--- src/rtl/lr_expression_recognizer_top_macros.svh ---
// assertion macros used by the expression recognizer parser
// expects clk_i and rst_ni in the scope of each use
`ifndef LR_EXPRESSION_RECOGNIZER_TOP_MACROS_SVH
`define LR_EXPRESSION_RECOGNIZER_TOP_MACROS_SVH

// checked only outside reset
`define LRER_ASSERT(lbl, prop, msg) \
  lbl: assert property (@(posedge clk_i) disable iff (!rst_ni) prop) else $error(msg);

// checked on every edge, reset included
`define LRER_ASSERT_ALWAYS(lbl, prop, msg) \
  lbl: assert property (@(posedge clk_i) prop) else $error(msg);

`endif

--- src/rtl/lrer_pkg.sv ---
// types, codes and parse tables of the expression recognizer
// no dependencies
package lrer_pkg;

  typedef enum logic [2:0] {
    TK_INT, TK_PLUS, TK_TIMES, TK_LP, TK_RP, TK_END
  } tok_e;

  typedef enum logic [1:0] {
    NT_E, NT_T, NT_F
  } nt_e;

  typedef enum logic [1:0] {
    A_ERR, A_SHIFT, A_REDUCE, A_ACCEPT
  } act_e;

  typedef struct packed {
    act_e       kind;
    logic [3:0] val;
  } act_t;

  // lexer view of one character
  typedef struct packed {
    logic is_digit;
    logic has_op;
    tok_e op;
    logic is_bad;
  } lex_t;

  typedef struct packed {
    logic [1:0] status;
    logic       done;
  } res_t;

  localparam logic [1:0] StPending  = 2'd0;
  localparam logic [1:0] StAccepted = 2'd1;
  localparam logic [1:0] StRejected = 2'd2;

  localparam logic [3:0] NoGo = 4'hF;

  function automatic act_t act_lookup(input logic [3:0] st, input tok_e tok);
    act_t a;
    a = '{kind: A_ERR, val: 4'd0};
    case (st) inside
      4'd0, 4'd4, 4'd6, 4'd7: begin
        if (tok == TK_INT) a = '{kind: A_SHIFT, val: 4'd5};
        else if (tok == TK_LP) a = '{kind: A_SHIFT, val: 4'd4};
      end
      4'd1: begin
        if (tok == TK_PLUS) a = '{kind: A_SHIFT, val: 4'd6};
        else if (tok == TK_END) a = '{kind: A_ACCEPT, val: 4'd0};
      end
      4'd2, 4'd9: begin
        if (tok == TK_TIMES) a = '{kind: A_SHIFT, val: 4'd7};
        else if (tok == TK_PLUS || tok == TK_RP || tok == TK_END)
          a = '{kind: A_REDUCE, val: (st == 4'd2) ? 4'd1 : 4'd0};
      end
      4'd3, 4'd5, 4'd10, 4'd11: begin
        if (tok == TK_PLUS || tok == TK_TIMES || tok == TK_RP || tok == TK_END) begin
          case (st) inside
            4'd3:    a = '{kind: A_REDUCE, val: 4'd3};
            4'd5:    a = '{kind: A_REDUCE, val: 4'd5};
            4'd10:   a = '{kind: A_REDUCE, val: 4'd2};
            default: a = '{kind: A_REDUCE, val: 4'd4};
          endcase
        end
      end
      4'd8: begin
        if (tok == TK_PLUS) a = '{kind: A_SHIFT, val: 4'd6};
        else if (tok == TK_RP) a = '{kind: A_SHIFT, val: 4'd11};
      end
      default: a = '{kind: A_ERR, val: 4'd0};
    endcase
    return a;
  endfunction

  function automatic logic [3:0] goto_lookup(input logic [3:0] st, input nt_e nt);
    logic [3:0] g;
    g = NoGo;
    case (st) inside
      4'd0, 4'd4: begin
        if (nt == NT_E) g = (st == 4'd0) ? 4'd1 : 4'd8;
        else if (nt == NT_T) g = 4'd2;
        else g = 4'd3;
      end
      4'd6: begin
        if (nt == NT_T) g = 4'd9;
        else if (nt == NT_F) g = 4'd3;
      end
      4'd7: begin
        if (nt == NT_F) g = 4'd10;
      end
      default: g = NoGo;
    endcase
    return g;
  endfunction

  function automatic logic [1:0] rule_len(input logic [2:0] rule);
    logic [1:0] n;
    case (rule) inside
      3'd0, 3'd2, 3'd4: n = 2'd3;
      3'd1, 3'd3, 3'd5: n = 2'd1;
      default:          n = 2'd0;
    endcase
    return n;
  endfunction

  function automatic nt_e rule_lhs(input logic [2:0] rule);
    nt_e n;
    case (rule) inside
      3'd2, 3'd3: n = NT_T;
      3'd4, 3'd5: n = NT_F;
      default:    n = NT_E;
    endcase
    return n;
  endfunction

endpackage

--- src/rtl/lrer_ram.sv ---
// generic simple dual port ram, one write and one registered read port
// no dependencies
module lrer_ram #(
  parameter int Width = 4,
  parameter int Depth = 32
) (
  input  logic                     clk_i,
  input  logic                     we_i,
  input  logic [$clog2(Depth)-1:0] waddr_i,
  input  logic [Width-1:0]         wdata_i,
  input  logic [$clog2(Depth)-1:0] raddr_i,
  output logic [Width-1:0]         rdata_o
);

  logic [Width-1:0] mem_q [Depth];

  always_ff @(posedge clk_i) begin
    if (we_i) mem_q[waddr_i] <= wdata_i;
    rdata_o <= mem_q[raddr_i];
  end

endmodule

--- src/rtl/lrer_lexer.sv ---
// character classifier: digit, operator token, whitespace or bad character
// depends on lrer_pkg
module lrer_lexer (
  input  logic [7:0]      char_i,
  output lrer_pkg::lex_t  lex_o
);

  always_comb begin
    lex_o = '{is_digit: 1'b0, has_op: 1'b0, op: lrer_pkg::TK_INT, is_bad: 1'b0};
    case (char_i) inside
      [8'h30:8'h39]: lex_o.is_digit = 1'b1;
      8'h2B: begin
        lex_o.has_op = 1'b1;
        lex_o.op     = lrer_pkg::TK_PLUS;
      end
      8'h2A: begin
        lex_o.has_op = 1'b1;
        lex_o.op     = lrer_pkg::TK_TIMES;
      end
      8'h28: begin
        lex_o.has_op = 1'b1;
        lex_o.op     = lrer_pkg::TK_LP;
      end
      8'h29: begin
        lex_o.has_op = 1'b1;
        lex_o.op     = lrer_pkg::TK_RP;
      end
      // space, tab, lf, vt, ff, cr
      8'h20, [8'h09:8'h0D]: lex_o.is_bad = 1'b0;
      default: lex_o.is_bad = 1'b1;
    endcase
  end

endmodule

--- src/rtl/lrer_parser.sv ---
// shift/reduce sequencer: one table lookup per step, state stack in ram
// depends on lrer_pkg, lrer_ram and the assertion macro header
`include "lr_expression_recognizer_top_macros.svh"

module lrer_parser #(
  parameter int STACK_DEPTH = 32
) (
  input  logic            clk_i,
  input  logic            rst_ni,
  input  logic            in_valid_i,
  output logic            in_ready_o,
  input  lrer_pkg::lex_t  lex_i,
  input  logic            last_i,
  output logic            fin_valid_o,
  input  logic            fin_ready_i,
  output lrer_pkg::res_t  fin_res_o
);

  localparam int SpW = $clog2(STACK_DEPTH);

  typedef enum logic [2:0] {
    S_IDLE, S_ACT, S_GOTO, S_LAST, S_FIN
  } state_e;

  state_e           state_q;
  logic [SpW-1:0]   sp_q;
  logic [3:0]       top_q;
  lrer_pkg::tok_e   tok_q;
  lrer_pkg::nt_e    lhs_q;
  logic             base_q;
  logic             last_q;
  logic             end_q;
  logic             acc_q;
  logic             in_number_q;
  logic             failed_q;

  lrer_pkg::act_t   act;
  logic [1:0]       len;
  logic [SpW-1:0]   sp_pop;
  logic [SpW-1:0]   sp_inc;
  logic             full;
  logic [3:0]       below;
  logic [3:0]       rdata;
  logic [3:0]       goto_st;
  logic             we;
  logic [3:0]       wdata;

  assign act     = lrer_pkg::act_lookup(top_q, tok_q);
  assign len     = lrer_pkg::rule_len(act.val[2:0]);
  assign sp_pop  = sp_q - SpW'(len);
  assign sp_inc  = sp_q + 1'b1;
  assign full    = (sp_q == SpW'(STACK_DEPTH - 1));
  // entry zero is never written: the start state stands in for it when a pop reaches the base
  assign below   = base_q ? 4'd0 : rdata;
  assign goto_st = lrer_pkg::goto_lookup(below, lhs_q);

  assign we    = !full && (((state_q == S_ACT) && (act.kind == lrer_pkg::A_SHIFT)) ||
                           ((state_q == S_GOTO) && (goto_st != lrer_pkg::NoGo)));
  assign wdata = (state_q == S_ACT) ? act.val : goto_st;

  lrer_ram #(
    .Width (4),
    .Depth (STACK_DEPTH)
  ) u_stack (
    .clk_i   (clk_i),
    .we_i    (we),
    .waddr_i (sp_inc),
    .wdata_i (wdata),
    .raddr_i (sp_pop),
    .rdata_o (rdata)
  );

  assign in_ready_o  = (state_q == S_IDLE);
  assign fin_valid_o = (state_q == S_FIN);

  always_comb begin
    fin_res_o.done = last_q;
    if (last_q) fin_res_o.status = acc_q ? lrer_pkg::StAccepted : lrer_pkg::StRejected;
    else        fin_res_o.status = failed_q ? lrer_pkg::StRejected : lrer_pkg::StPending;
  end

  always_ff @(posedge clk_i or negedge rst_ni) begin
    if (!rst_ni) begin
      state_q     <= S_IDLE;
      sp_q        <= '0;
      top_q       <= 4'd0;
      tok_q       <= lrer_pkg::TK_INT;
      lhs_q       <= lrer_pkg::NT_E;
      base_q      <= 1'b0;
      last_q      <= 1'b0;
      end_q       <= 1'b0;
      acc_q       <= 1'b0;
      in_number_q <= 1'b0;
      failed_q    <= 1'b0;
    end else begin
      unique case (state_q)
        S_IDLE: begin
          if (in_valid_i) begin
            last_q  <= last_i;
            end_q   <= 1'b0;
            acc_q   <= 1'b0;
            state_q <= S_LAST;
            if (!failed_q) begin
              if (lex_i.is_digit) begin
                in_number_q <= 1'b1;
                if (!in_number_q) begin
                  tok_q   <= lrer_pkg::TK_INT;
                  state_q <= S_ACT;
                end
              end else begin
                in_number_q <= 1'b0;
                if (lex_i.has_op) begin
                  tok_q   <= lex_i.op;
                  state_q <= S_ACT;
                end else if (lex_i.is_bad) begin
                  failed_q <= 1'b1;
                end
              end
            end
          end
        end
        S_ACT: begin
          unique case (act.kind)
            lrer_pkg::A_SHIFT: begin
              if (full) begin
                failed_q <= 1'b1;
              end else begin
                sp_q  <= sp_inc;
                top_q <= act.val;
              end
              state_q <= S_LAST;
            end
            lrer_pkg::A_REDUCE: begin
              if (sp_q < SpW'(len)) begin
                failed_q <= 1'b1;
                state_q  <= S_LAST;
              end else begin
                sp_q    <= sp_pop;
                lhs_q   <= lrer_pkg::rule_lhs(act.val[2:0]);
                base_q  <= (sp_pop == '0);
                state_q <= S_GOTO;
              end
            end
            lrer_pkg::A_ACCEPT: begin
              if (end_q) acc_q <= 1'b1;
              else       failed_q <= 1'b1;
              state_q <= S_LAST;
            end
            default: begin
              failed_q <= 1'b1;
              state_q  <= S_LAST;
            end
          endcase
        end
        S_GOTO: begin
          if (goto_st == lrer_pkg::NoGo || full) begin
            failed_q <= 1'b1;
            state_q  <= S_LAST;
          end else begin
            sp_q    <= sp_inc;
            top_q   <= goto_st;
            state_q <= S_ACT;
          end
        end
        S_LAST: begin
          // end token follows the final character unless already failed
          if (last_q && !failed_q && !end_q && !acc_q) begin
            end_q   <= 1'b1;
            tok_q   <= lrer_pkg::TK_END;
            state_q <= S_ACT;
          end else begin
            state_q <= S_FIN;
          end
        end
        S_FIN: begin
          if (fin_ready_i) begin
            state_q <= S_IDLE;
            if (last_q) begin
              sp_q        <= '0;
              top_q       <= 4'd0;
              in_number_q <= 1'b0;
              failed_q    <= 1'b0;
            end
          end
        end
        default: state_q <= S_IDLE;
      endcase
    end
  end

  `LRER_ASSERT(a_push_step, we |=> (sp_q == SpW'($past(sp_q) + 1'b1)), "push did not bump sp")
  `LRER_ASSERT(a_reinit, (state_q == S_FIN && fin_ready_i && last_q) |=> (sp_q == '0 && !failed_q && top_q == 4'd0), "no reinit after final item")
  `LRER_ASSERT(a_acc_only_end, acc_q |-> (end_q && last_q && !failed_q), "accept outside end token")
  `LRER_ASSERT_ALWAYS(a_write_state, we |-> (state_q == S_ACT || state_q == S_GOTO), "stack write outside step")

endmodule

--- src/rtl/lr_expression_recognizer_top.sv ---
// Sequence: a character that needs no token passes the idle, last and finish states; one that
//   shifts adds an action lookup, and each reduce adds a stack ram read and goto push; the final
//   character adds the end-token steps. The sequencer takes one character at a time, and a held
//   result stalls it in its finish state, which holds back the next character.
// Reset: asynchronous, active low; clears the sequencer, stack pointer and flags. The
//   stack ram is not cleared: entry zero is implied as the start state.
module lr_expression_recognizer_top #(
  parameter int STACK_DEPTH = 32
) (
  input  logic       clk_i,
  input  logic       rst_ni,
  input  logic       s_axis_tvalid,
  output logic       s_axis_tready,
  input  logic [7:0] s_axis_tdata,   // [7:0] char_code
  input  logic       s_axis_tlast,   // last_char
  output logic       m_axis_tvalid,
  input  logic       m_axis_tready,
  output logic [7:0] m_axis_tdata,   // [1:0] status, [7:2] zero
  output logic       m_axis_tlast    // done_res
);

  lrer_pkg::lex_t lex;
  lrer_pkg::res_t fin_res;
  logic           fin_valid;
  logic           fin_ready;
  logic           m_valid_q;
  logic [1:0]     m_status_q;
  logic           m_last_q;

  lrer_lexer u_lexer (
    .char_i (s_axis_tdata),
    .lex_o  (lex)
  );

  assign fin_ready = !m_valid_q || m_axis_tready;

  lrer_parser #(
    .STACK_DEPTH (STACK_DEPTH)
  ) u_parser (
    .clk_i       (clk_i),
    .rst_ni      (rst_ni),
    .in_valid_i  (s_axis_tvalid),
    .in_ready_o  (s_axis_tready),
    .lex_i       (lex),
    .last_i      (s_axis_tlast),
    .fin_valid_o (fin_valid),
    .fin_ready_i (fin_ready),
    .fin_res_o   (fin_res)
  );

  // output register parts the result from the next item's work
  always_ff @(posedge clk_i or negedge rst_ni) begin
    if (!rst_ni) begin
      m_valid_q  <= 1'b0;
      m_status_q <= lrer_pkg::StPending;
      m_last_q   <= 1'b0;
    end else begin
      if (fin_valid && fin_ready) begin
        m_valid_q  <= 1'b1;
        m_status_q <= fin_res.status;
        m_last_q   <= fin_res.done;
      end else if (m_axis_tready) begin
        m_valid_q <= 1'b0;
      end
    end
  end

  assign m_axis_tvalid = m_valid_q;
  assign m_axis_tdata  = {6'b0, m_status_q};
  assign m_axis_tlast  = m_last_q;

endmodule

--- config.mk ---
export PLATFORM = sky130hd
export DESIGN_NAME = lr_expression_recognizer_top
export DESIGN_NICKNAME = d
export VERILOG_FILES = /design/src/rtl/lrer_pkg.sv /design/src/rtl/lrer_ram.sv /design/src/rtl/lrer_lexer.sv /design/src/rtl/lrer_parser.sv /design/src/rtl/lr_expression_recognizer_top.sv
export VERILOG_INCLUDE_DIRS = /design/src /design/src/rtl
export SDC_FILE = /design/constraint.sdc
export NUM_CORES = 1
export LEC_CHECK = 0
export BUFFER_PORTS_ARGS = -buffer_cell sky130_fd_sc_hd__buf_2
export CAP_MARGIN = 10
export CORE_UTILIZATION = 58
export CTS_BUF_LIST = sky130_fd_sc_hd__clkbuf_2 sky130_fd_sc_hd__clkbuf_4 sky130_fd_sc_hd__clkbuf_8
export DETAILED_ROUTE_END_ITERATION = 16
export GPL_TIMING_DRIVEN = 0
export HOLD_SLACK_MARGIN = 0.1
export PLACE_DENSITY_LB_ADDON = 0.12
export SLEW_MARGIN = 20
export SYNTH_ARGS = -nofsm -noshare
export SYNTH_HDL_FRONTEND = slang
export SYNTH_SLANG_ARGS = --single-unit
--- constraint.sdc ---
create_clock -name clk_i -period 3.83 [get_ports clk_i]
set_clock_uncertainty 0.2 [all_clocks]
set_input_delay 0.9575 -clock clk_i [delete_from_list [all_inputs] [get_ports clk_i]]
set_output_delay 0.9575 -clock clk_i [all_outputs]
set_load 0.1 [all_outputs]
==> summary.txt <==
Yosys
  – Synth top area cells: edfxtp_1 49%, mux4_2 11%, dfrtp_1 8.7%
  – Register area share after synthesis: approximately three fifths
  – Post-Synthesis Cells: about 550
  – Post-synth EDFFs: 128
  – Synth async-reset ratio: 17.0%
  – Top_reg_cell synth: edfxtp_1
  – #FFs+latches synth: approximately 160
  – Area leader, netlist: edfxtp_1
  – Synth cell types: slightly above 80
  – Top cell type's share of synthesized area: around half
  – Syn Area/Cell: around 14 um^2
  – Post-Synthesis Cell Area: 0.00780 mm^2
  – Count of warnings emitted by yosys: 0

Timing
  – Worst slew pin tran: 0.800 ns
  – Final hold slack: 0.285 ns
  – Fmax: 248 MHz
  – Unrepaired setup endpoints after global routing: true
  – Fin. Hold Viols: 0
  – Period minus WS final: just over 4 ns
  – Tcrit/Tclk final: 105%
  – Setup total negative slack: -1.50 ns
  – Setup ws final: -0.201 ns
  – Fin. max-slew vios: 0
  – Final setup vio count: 20
  – Relative slew slack: a little under half

Placed design
  – Pre-CTS setup slack: -0.663 ns
  – RD Place Congestion: roughly 0.86
  – Input/output buffers: 17
  – Post-DP HPWL: around 12,000 um
  – Dpl cells: roughly 750

Die
  – Die outline height: approximately 120 um
  – Die area: 0.0139 mm^2
  – Row cnt: just over 40
  – Num ports: 24
  – Initial core utilization: roughly three fifths
  – Core area: between 0.01 and 0.015 mm^2
  – Die X: ~120 um

Run status
  – Outcome: finished, violations left
  – Violated checks: setup timing

GRT
  – Vias in the first global route: ~5,000
  – Largest net degree at the start of global routing: 33
  – GRT overflow: 0
  – Overall Global Routing Usage: a little over a quarter
  – First-pass GRT wire length: 27,100 um
  – Busiest grt layer: met2
  – Met1 usage in global routing: roughly a third
  – Routing usage on met3: under 10%
  – Initial antenna violation count: 0
  – Met2 Use GR: 42.8%

CTS
  – Htree depth: 4
  – Deepest clock path buffer count: 2
  – CTS Root Cell: clkbuf_8
  – Clock sink count: 159
  – CTS Buf Count: 17
  – Clk slew on worst S/H paths: approximately 0.08 ns
  – TritonCTS clock tree: built
  – Worst skew pair latency: about 0.46 ns
  – Cts hold-fix bufs: 0

Cells and area
  – Nets@finish: approximately 650
  – Final Instance Count excl. Fillers: about 810
  – Area grow syn2layout: 17.5%
  – Filler instances: 857
  – Layout cell share with drive strength beyond 1: a little over a third
  – N_diodes: 0

Setup path
  – Required @ worst endpoint: just under 4 ns
  – Critical Path Sink Type: flop
  – Critical Path Start Type: flop
  – Worst Path Arrival: around 4.2 ns
  – R2R setup slack: -0.20 ns
  – CP Class: flop to flop
  – Critical path peak fanout: 9

Flow run
  – Total of max-cap violations: 0

Detailed routing
  – Initial DRT Pass Iterations: 7
  – Routed WL: between 15,000 and 20,000 um
  – Via count: about 5,000
  – Vias per cell: 6.19
  – Detail Route Antenna Nets: 0
  – Initial drt markers: roughly 370
  – DRC viols: 0
  – WL/cell: 21.2 um

Worst hold path
  – Worst Hold Class: flop to flop
==> stage by stage <==
step	utilization, %	area, um^2
after floorplan	-	7850
after global placement	63.3	8150
after detailed placement	63.8	8220
after CTS	68.9	8870
after global routing	71.1	9160
final	71.1	9160
==> sequential cells by signal, summed over array words and instances (netlist names), 2 cells and up <==
| signal | cells |
|---|---|
| u_parser.u_stack.mem_q | 128 |
| u_parser.sp_q | 5 |
| u_parser.top_q | 4 |
| u_parser.u_stack.rdata_o | 4 |
| u_parser.state_q | 3 |
| u_parser.tok_q | 3 |
| m_status_q | 2 |
| u_parser.lhs_q | 2 |
==> worst max-delay path, stage by stage (launching register included) <==
cell and delay (ns):
dfrtp_2 0.45, or2_4 0.28, a211oi_4 0.34, and3_4 0.25
a221o_1 0.18, nand2_1 0.10, ha_2 0.19, fa_1 0.53
buf_8 0.13, clkbuf_16 0.15, mux4_2 0.31, mux4_2 0.53
mux2_2 0.28
==> layout make-up <==
cell class | instances | area [um^2] | share of cell area [%]
Timing Repair Buffer | 50 | 358 | 3.91
Multi-Input combinational cell | 352 | 3270 | 35.7
Clock inverter | 13 | 139 | 1.52
Sequential cell | 159 | 4600 | 50.3
Buffer | 29 | 273 | 2.98
Tap cell | 172 | 215 | 2.35
Inverter | 16 | 60.1 | 0.656
Clock buffer | 18 | 241 | 2.64
==> worst paths after layout <==
kind | from | to | cells past startpoint
min in group asynchronous | rst_ni | u_parser.state_q[2]$_DFFE_PN0P_ | 1
max in group asynchronous | rst_ni | u_parser.top_q[3]$_DFFE_PN0P_ | 1
worst min register to register | m_status_q[0]$_DFFE_PN0P_ | m_status_q[0]$_DFFE_PN0P_ | 2
worst max register to register | u_parser.top_q[1]$_DFFE_PN0P_ | u_parser.u_stack.rdata_o[0]$_DFF_P_ | 12
worst max-delay path | u_parser.top_q[1]$_DFFE_PN0P_ | u_parser.u_stack.rdata_o[0]$_DFF_P_ | 12
worst min-delay path | m_status_q[0]$_DFFE_PN0P_ | m_status_q[0]$_DFFE_PN0P_ | 2
==> routing by layer <==
layer	up-vias	part of all wire [%]
met5	-	0
met4	0	1.9
met3	27	4.8
met2	152	50
met1	2540	43
li1	2288	-
==> layout by cell type (no fill, tap or decap), types with 5 or more instances in the layout <==
cell and n:
xor2_1 5, mux2i_1 5, inv_1 16, o22ai_1 7, conb_1 6, o21ai_0 14
a21oi_1 21, dfrtp_1 24, buf_4 38, clkbuf_8 17, nor2b_1 7, nand3_1 11
nor2_2 30, nand2b_1 7, edfxtp_1 128, ha_1 14, nand2_1 35, buf_6 8
nor2_1 20, a21o_1 5, buf_2 21, mux4_2 39, nor3_1 6, mux2_1 5
a31oi_1 5
==> kinds of logic (layout without fill, tap and decap cells) <==
| group | after synthesis | after routing | share of synthesized area [%] |
|---|---|---|---|
| compound gates | 100 | 100 | 9.07 |
| xor+xnor | 10 | 10 | 1.22 |
| fa+ha+maj | 16 | 16 | 2.66 |
| buf+inv | 46 | 126 | 3.06 |
| flops | 159 | 159 | 59.0 |
| mux | 59 | 59 | 14.2 |
| other cells | 1 | 6 | 0.0481 |
| simple gates | 161 | 161 | 10.7 |
==> synth_stat cells (all sizes together) (3+ instances only) <==
master / n
edfxtp: 128
nor2: 52
mux4: 40
nand2: 35
dfrtp: 27
a21oi: 21
buf: 20
inv: 16
o21ai: 16
ha: 15
nand3: 15
mux2: 12
clkbuf: 10
nor3: 8
mux2i: 7
nand2b: 7
nor2b: 7
o22ai: 7
a211oi: 5
a21o: 5
a31oi: 5
nand4: 5
nor3b: 5
xnor2: 5
xor2: 5
dfxtp: 4
nor4b: 4
o2bb2ai: 4
o31ai: 4
a221oi: 3
and3b: 3
or2: 3
or3: 3
or3b: 3
==> repair_timing <==
action,CTS,global route
setup endpoints to repair,30,166
pin swaps,7,9
buffers inserted,19,11
cloned,0,1
gates resized for setup,29,60
Power is not shown: default switching activity piles up to over one toggle a cycle in this logic, so the estimate is an artifact.
